## config.mk

```make
export PLATFORM = sky130hd
export DESIGN_NAME = ffca_ctrl
export DESIGN_NICKNAME = d
export VERILOG_FILES = /design/src/hdl/ffca_pkg.sv /design/src/hdl/ffca_ctrl.sv
export SDC_FILE = /design/constraint.sdc
export NUM_CORES = 1
export LEC_CHECK = 0
export ABC_AREA = 1
export BUFFER_PORTS_ARGS = -buffer_cell sky130_fd_sc_hd__buf_2
export CORE_MARGIN = 2
export CORE_UTILIZATION = 45
export CTS_CLUSTER_DIAMETER = 30
export DETAILED_ROUTE_END_ITERATION = 7
export PLACE_DENSITY_LB_ADDON = 0.15
export RECOVER_POWER = 50
export REMOVE_ABC_BUFFERS = 1
export SLEW_MARGIN = 20
export SYNTH_ARGS = -nofsm -noshare
export SYNTH_HDL_FRONTEND = slang
export SYNTH_SLANG_ARGS = --single-unit
```

## constraint.sdc

```tcl
create_clock -name i_clk -period 2.9 [get_ports i_clk]
set_input_delay 0.145 -clock i_clk [delete_from_list [all_inputs] [get_ports i_clk]]
set_output_delay 0.145 -clock i_clk [all_outputs]
set_load 0.01 [all_outputs]
```

## src/hdl/ffca_pkg.sv

```systemverilog
// Shared constants, codes and controller/datapath interface types for the cluster allocator.
package ffca_pkg;

    localparam int UNIT_COUNT = 5120;
    localparam int UNIT_AW    = $clog2(UNIT_COUNT);
    localparam int UNIT_CW    = $clog2(UNIT_COUNT + 1);
    localparam int BYTE_W     = 15;
    localparam int NEED_W     = BYTE_W - 1;
    localparam int CMP_W      = (UNIT_CW > NEED_W) ? UNIT_CW : NEED_W;
    localparam int CFG_AW     = 3;
    localparam int CFG_DW     = 32;

    localparam logic [BYTE_W-1:0] ONE_UNIT_MAX = BYTE_W'(4);
    localparam logic [BYTE_W-1:0] HEAP_END_RST = BYTE_W'(20480);

    typedef enum logic [1:0] {
        CODE_FREE = 2'd0,
        CODE_CONT = 2'd1,
        CODE_END  = 2'd2,
        CODE_RSVD = 2'd3
    } t_code;

    typedef enum logic [1:0] {
        ACT_INIT  = 2'd0,
        ACT_ALLOC = 2'd1,
        ACT_FREE  = 2'd2,
        ACT_NONE  = 2'd3
    } t_action;

    typedef enum logic [2:0] {
        STAT_OK       = 3'd0,
        STAT_NOSPACE  = 3'd1,
        STAT_BADINIT  = 3'd2,
        STAT_NOTALLOC = 3'd3,
        STAT_UNTERM   = 3'd4,
        STAT_HALTED   = 3'd5
    } t_status;

    typedef enum logic {
        REG_HEAP_START = 1'b0,
        REG_HEAP_END   = 1'b1
    } t_reg;

    typedef struct packed {
        logic    load;
        logic    clear_wr;
        logic    init_wr;
        logic    scan;
        logic    mark;
        logic    free_wr;
        logic    set_halt;
        logic    set_res;
        t_status res_code;
        logic    res_addr;
        logic    out_load;
    } t_dp_cmd;

    typedef struct packed {
        logic  halted;
        logic  bad_init;
        logic  free_oob;
        logic  idx_last;
        logic  hit;
        logic  scan_end;
        logic  mark_last;
        t_code rd_code;
        logic  out_free;
    } t_dp_stat;

endpackage

```

## src/hdl/ffca_ctrl.sv

```systemverilog
// Sequencing state machine for clear, init, allocate and free passes.
module ffca_ctrl import ffca_pkg::*; (
    input  logic     i_clk,
    input  logic     i_rst_n,
    input  logic     i_in_valid,
    input  logic [1:0] i_action,
    output logic     o_in_ready,
    input  t_dp_stat i_stat,
    output t_dp_cmd  o_cmd
);

    typedef enum logic [2:0] {
        S_CLEAR,
        S_IDLE,
        S_INIT,
        S_SCAN,
        S_MARK,
        S_FREAD,
        S_FCHK,
        S_RESULT
    } t_state;

    t_state r_state;
    t_state n_state;
    logic   r_first;
    logic   n_first;

    always_comb begin
        n_state = r_state;
        n_first = r_first;
        o_cmd   = '0;
        case (r_state)
            S_CLEAR: begin
                o_cmd.clear_wr = 1'b1;
                if (i_stat.idx_last) begin
                    n_state = S_IDLE;
                end
            end
            S_IDLE: begin
                if (i_in_valid) begin
                    o_cmd.load = 1'b1;
                    if (i_stat.halted) begin
                        o_cmd.set_res  = 1'b1;
                        o_cmd.res_code = STAT_HALTED;
                        n_state        = S_RESULT;
                    end else begin
                        case (t_action'(i_action))
                            ACT_INIT: begin
                                if (i_stat.bad_init) begin
                                    o_cmd.set_res  = 1'b1;
                                    o_cmd.res_code = STAT_BADINIT;
                                    n_state        = S_RESULT;
                                end else begin
                                    n_state = S_INIT;
                                end
                            end
                            ACT_ALLOC: begin
                                n_state = S_SCAN;
                            end
                            ACT_FREE: begin
                                if (i_stat.free_oob) begin
                                    o_cmd.set_halt = 1'b1;
                                    o_cmd.set_res  = 1'b1;
                                    o_cmd.res_code = STAT_NOTALLOC;
                                    n_state        = S_RESULT;
                                end else begin
                                    n_first = 1'b1;
                                    n_state = S_FREAD;
                                end
                            end
                            default: begin
                                o_cmd.set_res  = 1'b1;
                                o_cmd.res_code = STAT_OK;
                                n_state        = S_RESULT;
                            end
                        endcase
                    end
                end
            end
            S_INIT: begin
                o_cmd.init_wr = 1'b1;
                if (i_stat.idx_last) begin
                    o_cmd.set_res  = 1'b1;
                    o_cmd.res_code = STAT_OK;
                    n_state        = S_RESULT;
                end
            end
            S_SCAN: begin
                o_cmd.scan = 1'b1;
                if (i_stat.hit) begin
                    n_state = S_MARK;
                end else if (i_stat.scan_end) begin
                    o_cmd.set_res  = 1'b1;
                    o_cmd.res_code = STAT_NOSPACE;
                    n_state        = S_RESULT;
                end
            end
            S_MARK: begin
                o_cmd.mark = 1'b1;
                if (i_stat.mark_last) begin
                    o_cmd.set_res  = 1'b1;
                    o_cmd.res_code = STAT_OK;
                    o_cmd.res_addr = 1'b1;
                    n_state        = S_RESULT;
                end
            end
            S_FREAD: begin
                n_state = S_FCHK;
            end
            S_FCHK: begin
                n_first = 1'b0;
                case (i_stat.rd_code)
                    CODE_END: begin
                        o_cmd.free_wr  = 1'b1;
                        o_cmd.set_res  = 1'b1;
                        o_cmd.res_code = STAT_OK;
                        n_state        = S_RESULT;
                    end
                    CODE_CONT: begin
                        o_cmd.free_wr = 1'b1;
                        if (i_stat.idx_last) begin
                            o_cmd.set_halt = 1'b1;
                            o_cmd.set_res  = 1'b1;
                            o_cmd.res_code = STAT_UNTERM;
                            n_state        = S_RESULT;
                        end else begin
                            n_state = S_FREAD;
                        end
                    end
                    default: begin
                        o_cmd.set_halt = 1'b1;
                        o_cmd.set_res  = 1'b1;
                        o_cmd.res_code = r_first ? STAT_NOTALLOC : STAT_UNTERM;
                        n_state        = S_RESULT;
                    end
                endcase
            end
            S_RESULT: begin
                if (i_stat.out_free) begin
                    o_cmd.out_load = 1'b1;
                    n_state        = S_IDLE;
                end
            end
            default: begin
                n_state = S_IDLE;
            end
        endcase
    end

    always_ff @(posedge i_clk) begin
        if (!i_rst_n) begin
            r_state <= S_CLEAR;
            r_first <= 1'b0;
        end else begin
            r_state <= n_state;
            r_first <= n_first;
        end
    end

    assign o_in_ready = (r_state == S_IDLE);

endmodule

```

# Word-level counts from Yosys, hierarchy flattened
# Index checks and enable logic that the tools add are counted.
totals:
  register_bits: 4
  inputBits: 15
  output_inout_bits: 14
  word_cells: 75
classes:
  n_eq_ne: 20
  n_mux: 47
  n_reduce_logical: 6
ops:
  columns: ["cell", "n"]
  rows:
  - ["$mux W3", 11]
  - ["$pmux W3 S8", 1]
  - ["$mux W4", 5]
  - ["$mux W5", 4]
  - ["$pmux W4 S5", 1]
  - ["$mux W1", 17]
  - ["$ne A2 B2 Y1 const B", 7]
  - ["$eq A3 B3 Y1 const B", 4]
  - ["$pmux W4 S3", 1]
  - ["$pmux W3 S3", 1]
  - ["$pmux W4 S2", 1]
  - ["$eq A3 B2 Y1 const B", 2]
  - ["$pmux W1 S2", 3]
  - ["$reduce_and A6 Y1", 1]
  - ["$reduce_and A5 Y1", 1]
  - ["$eq A2 B1 Y1 const B", 2]
  - ["$eq A2 B2 Y1 const B", 2]
  - ["$mux W2", 2]
  - ["$eq A3 B1 Y1 const B", 1]
  - ["$logic_not A3 Y1", 1]
  - ["$ne A3 B3 Y1 const B", 1]
  - ["$logic_not A2 Y1", 1]
  - ["$ne A2 B1 Y1 const B", 1]
  - ["$reduce_bool A2 Y1", 1]
  - ["$reduce_or A2 Y1", 1]

# Depth between registers and ports, before layout
# Gate-level depths: netlist of the first run.
logic_depth:
  word_depth: 5
  ltp_mapped: 9
  mapped_depth_nobuf: 9

# Least setup slack after synthesis of the first run
# No wires, ideal clock.
synth_timing:
  kind: "register to output"
  from: "register r_state[1]"
  to: "output port o_cmd[6] in the netlist's numbering"
  arrival_time_ns: 1.123
  slack_ns: 1.632
  path_stages_with_launch: 7
  path_buffers: 1
  cell_sequence: "dfxtp_1 -> buf_6 -> inv_2 -> nand2_2 -> nor2_4 -> nand2_2 -> o31ai_1"
synth_lines:
  columns: ["item", "line_no", "source"]
  rows:
  - ["start: declaration", "ffca_ctrl.sv:23", "t_state r_state;"]
  - ["start signal: assignment", "ffca_ctrl.sv:155", "r_state <= n_state;"]
  - ["end: declaration", "ffca_ctrl.sv:9", "output t_dp_cmd o_cmd"]

==> flow_summary.toml, run 1 <==
[run_status]
status = "complete, no violations"

[floorplan]
initial_utilization_pct = 49.58
num_rows = 13
coreArea_um2 = 1350
ioPinCount = 29
die_h_um = 42.57
die_width_um = 42.57
die-area_um2 = 1812

[finish]
nNetsFinal = 162
fillerInstances = 160
drive_gt1_share_pct = 25.18
fin_area_um2 = 777.0
area_delta_synth_final_pct = 16.07
seq_area_um2 = 80.08
multi_input_area_um2 = 445.4
diodes = 0

[grt]
grt_pass1_wl_um = 2511
track_usage_pct = 17.43
grt_max_degree = 13
grt_pass1_vias = 633
grt_overflow = 0
grt_antenna_before_repair = 0

[min_path]
min_path_cells = 3
hold_path.class = "primary input to flip-flop"
min_to = "r_state[0]$_SDFFE_PN0P_"
hold_start = "i_rst_n"

[power_and_ir_drop]
ir_drop_uv = 462.7
p_seq_share_pct = 25.4
combPwrFrac_pct = 61.2
clkPwrFrac_pct = 13.3
p_per_area_nw_per_um2 = 641.1
swShare_pct = 52.47
internal-power_w = 0.0002368
leakagePower_nw = 0.4743
p_sw_w = 0.0002614

[setup_path]
crit_path_max_incr_delay_ps = 570
critPathTopFamily = "simple AND/OR/NAND/NOR gates"
start_kind = "flip-flop"
ff2ff_path_depth = 6
crit_slowest_cell = "dfxtp_1"
critical_path.cell_chain = "nand2_1 -> nor2_1 -> nand2_2 -> inv_1 -> a21oi_1 -> nand4_1 -> buf_2"
setup.worst_path.end_class = "primary output"
reg2reg_to = "r_state[1]$_SDFFE_PN0P_"
rrSetupSlack_ps = 1390
r2r_start = "r_state[0]$_SDFFE_PN0P_"
path_class = "flip-flop to primary output"
cp_max_fo = 11
path_buf_inv = 2
worstSetupStartpoint = "r_state[0]$_SDFFE_PN0P_"
required_ps = 2760
arrival_ps = 1780

[placed_design]
portBuffers = 28
dpl-instance-area_um2 = 794.5
dp_hpwl_um = 1268
gp_congestion = 0.8818

[clock_network]
htreeDepth = 1
ctsHoldBuffers = 0
cts_setup_buffers = 0
root_buffer = "clkbuf_4"
cts_max_path_buffers = 2
cts.clk_slew.worst_paths_ps = 40
clkLatencyLatePin_ps = 230
clock_sinks = 4
tritoncts = "yes"
cts_resized = 0
numCtsBuffers = 3

[routing]
firstDrtPassIters = 3
ant_nets = 0
drc = 0
drt_iter0_markers = 13
routed_wl_um = 1476
routedWlPerCell_um = 9.584
vias_per_cell = 4.968
vias = 765

[run]
cap_violations = 0

[yosys]
netlist_area_um2 = 669.4
synth_cell_types = 24
yosysSeqAreaShare_pct = 11.96
netlist_top_cells_area = "dfxtp_1 12%, ha_1 11%, nand2_1 11%"
netlist.area_leader.share_pct = 11.96
synth_seq_cells = 4
synth.largest_area_cell = "dfxtp_1"
synth_warnings = 0
synthCells = 111
avgSynthCellArea_um2 = 6.031

[sta]
fin_setup_tns_ps = 0
slew_headroom_pct = 71.71
fmax_mhz = 520.1
hold_violations = 0
setup_violations = 0
finClkSkew_ps = 1.867
worst_pin_slew_ps = 423.7
rsz0062_at_grt = "false"
slew_violations = 0
period_share_pct = 66.30
period_needed_ps = 1923
==> kinds of logic (layout without fill, tap and decap cells) <==
logic type,Yosys count,after routing,synth area share (%)
buffers and inverters,23,51,16.26
flip-flops,4,4,11.96
adder cells (fa/ha/maj),6,6,11.21
AO/OA/AOI/OAI,16,16,13.27
AND/OR/NAND/NOR,62,62,47.29
==> cell type report <==
type / count / share of cell area (%)
multi-input combinational: 84 / 57.33
inverter: 20 / 9.662
tap: 15 / 2.415
timing repair buffer: 28 / 17.39
sequential: 4 / 10.31
clock buffer: 3 / 2.899
==> Yosys cell counts (all sizes together) <==
library cell	n
and2	1
o21bai	1
inv	20
a21oi	4
dfxtp	4
o21ai	10
nand2	24
nand4	4
nand3	10
nand3b	1
nor2	19
buf	3
ha	6
nor3	3
o31ai	1
==> how the worst max path moves through the flow <==
stage | endpoint | depth (start not counted)
6_report | o_cmd[5] | 7
3_3_place_gp | o_cmd[6] | 5
2_1_floorplan | o_cmd[6] | 4
3_5_place_dp | o_cmd[5] | 8
5_1_grt | o_cmd[5] | 7
4_1_cts | o_cmd[5] | 8
==> placed cells by master, fill, tap and decap left out <==
cell and instances:
clkbuf_1 4, and2_1 1, a21oi_2 1, o31ai_1 1, o21ai_0 7, inv_2 2
nand2_2 3, nand3_1 10, nand2_1 21, nand3b_1 1, dfxtp_1 4, nand4_1 3
nand4_2 1, o21bai_1 1, nor2_1 18, a21oi_1 3, clkbuf_4 3, o21ai_1 3
ha_1 6, inv_1 18, buf_2 24, nor3_1 3, nor2_2 1
==> registers in the layout, summed over array words and instances, names as in the netlist <==
name     flops
r_first      1
r_state      3
==> metal layers <==
layer / up-vias / GRT usage [%] / part of all wire, %
li1: 419 / - / -
met1: 333 / 24.68 / 51
met2: 13 / 27.69 / 46
met3: 0 / 1.293 / 2.2
met4: 0 / 5.625 / 0
met5: - / 0 / 0
==> metrics by stage <==
step                      setup slack (ps)  instances  hold slack [ps]  total power (W)  util, %
after floorplan                       1530        108            283.9        0.0003698        -
after global placement                1450        151            385.8        0.0004687    58.85
after detailed placement              1392        151            401.7        0.0004728    58.85
after CTS                             1133        154            170.4        0.0005446    60.52
after global routing                 831.9        154            181.3        0.0005512    57.55
final                                977.3        154            177.6        0.0004982    57.55
==> worst reg2reg max path, cell delays in order (launching register included) <==
cell and delay [ps]:
dfxtp_1 570, nand2_1 160, nor2_1 330, nand2_1 120, nand3_1 100, nand2_1 70, a21oi_2 100
==> power by group through the flow <==
| stage | clock network (W) | registers (W) | logic, W |
|---|---|---|---|
| after global placement | 0 | 0.000134 | 0.000335 |
| after floorplan | 0 | 0.000124 | 0.000245 |
| after detailed placement | 0 | 0.000136 | 0.000337 |
| after CTS | 0.0000703 | 0.000135 | 0.000339 |
| after global routing | 0.0000751 | 0.000133 | 0.000343 |
| final | 0.0000664 | 0.000127 | 0.000305 |
(Power assumes the default switching activity.)
==> run 2, diff against run 1 <==
==> constraint.sdc (replaced) <==
create_clock -name i_clk -period 2 [get_ports i_clk]
set_input_delay 0.1 -clock i_clk [delete_from_list [all_inputs] [get_ports i_clk]]
set_output_delay 0.1 -clock i_clk [all_outputs]
set_load 0.01 [all_outputs]
==> flow_summary.toml, run 2 (synthesis gave the netlist of run 1 again) <==
[finish]
multi_input_area_um2 = 460.4
drive_gt1_share_pct = 26.62
nNetsFinal = 162
seq_area_um2 = 80.08
regMostFlops = "r_state"
largest_registers = "r_state: 3 flops, r_first: 1 flops"
fillerInstances = 156
final_common_cell = "buf_2"
diodes = 0
most-common-layout-cells = "24 x buf_2, 21 x nand2_1, 18 x inv_1"
fin_cells = 154
area_delta_synth_final_pct = 18.32
largest_reg_flops = 3

[setup_path]
cp_max_fo = 12
critical_path.cell_chain = "nand3_1 -> nor2_1 -> o21ai_0 -> o31ai_1 -> buf_2"
path_class = "flip-flop to primary output"
ff2ff_path_depth = 5
crit_slowest_cell = "dfxtp_1"
start_kind = "flip-flop"
setup.worst_path.end_class = "primary output"
arrival_ps = 1660
required_ps = 1900
crit_path_max_incr_delay_ps = 600

[clock_network]
cts_max_path_buffers = 2
htreeDepth = 1
clkLatencyLatePin_ps = 230
clock_sinks = 4
ctsHoldBuffers = 0
cts_resized = 0
numCtsBuffers = 3
tritoncts = "yes"
root_buffer = "clkbuf_4"
cts.clk_slew.worst_paths_ps = 40
cts_setup_buffers = 0

[floorplan]
die_h_um = 42.57
die-area_um2 = 1812
die_width_um = 42.57
coreArea_um2 = 1350
num_rows = 13
initial_utilization_pct = 49.58
ioPinCount = 29

[sta]
slew_headroom_pct = 68.59
finClkSkew_ps = 1.867
fmax_mhz = 568.8
hold_violations = 0
period_share_pct = 87.90
rsz0062_at_grt = "false"
worst_pin_slew_ps = 470.6
setup_violations = 0
slew_violations = 0
period_needed_ps = 1758
fin_setup_tns_ps = 0

[grt]
grt_util_met1_pct = 24.68
grt_pass1_wl_um = 2511
grt-busiest-layer = "met2"
met3_usage_pct = 1.293
track_usage_pct = 17.43
grt_max_degree = 13
grt_overflow = 0
grt_pass1_vias = 633
grt_antenna_before_repair = 0
use_met2_pct = 27.69

[routing]
drc = 0
routedWlPerCell_um = 9.591
ant_nets = 0
vias_per_cell = 4.974
vias = 766
firstDrtPassIters = 4
drt_iter0_markers = 7
routed_wl_um = 1477

[placed_design]
gp_congestion = 0.8819
dp_cells = 151
dp_hpwl_um = 1268
portBuffers = 28

[min_path]
min_path_cells = 3
hold_path.class = "primary input to flip-flop"

[power_and_ir_drop]
leakagePower_nw = 0.4767
p_per_area_nw_per_um2 = 948.2
p_total_w = 0.0007510
ir_drop_uv = 690.9

[run_status]
status = "complete, no violations"

[run]
cap_violations = 0
==> run 2: changes by cell type in the layout (fill, tap and decap cells not counted) <==
cell | previous run | this run
nor2_1 | 18 | 16
nor2_4 | 0 | 2
==> run 2: worst paths after layout <==
kind	start	endpoint	slack, ps
hold / removal	i_rst_n	r_state[0]$_SDFFE_PN0P_	130
setup / recovery	r_state[2]$_SDFFE_PN0P_	o_cmd[6]	240
hold reg to reg	r_first$_SDFFE_PN0P_	r_first$_SDFFE_PN0P_	520
setup reg to reg	r_state[0]$_SDFFE_PN0P_	r_state[0]$_SDFFE_PN0P_	550
==> run 2: power breakdown <==
group	switching, W	internal, W	total (W)
Combinational	0.000284	0.000182	0.000466
Clock	0.0000294	0.0000669	0.0000963
Sequential	0.0000827	0.000106	0.000188
==> run 2: critical path, delay by kind of cell (launching register included) <==
kind | cells | cell delay [ps]
and+or+nand+nor | 2 | 450
AOI/OAI and AO/OA | 2 | 210
buffers and inverters | 1 | 170
DFF | 1 | 600
==> run 2: layout make-up <==
type	instances	share of cell area (%)
Timing Repair Buffer	28	17.06
Multi-Input combinational cell	84	58.14
Sequential cell	4	10.11
Inverter	20	9.479
Clock buffer	3	2.844
Tap cell	15	2.370
==> run 2: through the flow <==
step | area, µm² | hold WS (ps) | worst slack (ps) | util, %
after global routing | 792.0 | 133.9 | 107.7 | 58.67
after CTS | 817.0 | 125.4 | 278.2 | 60.52
final | 792.0 | 129.5 | 242.1 | 58.67
after detailed placement | 794.5 | 356.7 | 537.4 | 58.85
after floorplan | 635.6 | 238.9 | 675.3 | -
after global placement | 794.5 | 340.8 | 594.7 | 58.85
==> run 2: routing by layer <==
layer | share of wire [%] | up-vias
met5 | 0 | -
met3 | 2.2 | 0
met2 | 46 | 13
met1 | 51 | 334
li1 | - | 419
met4 | 0 | 0
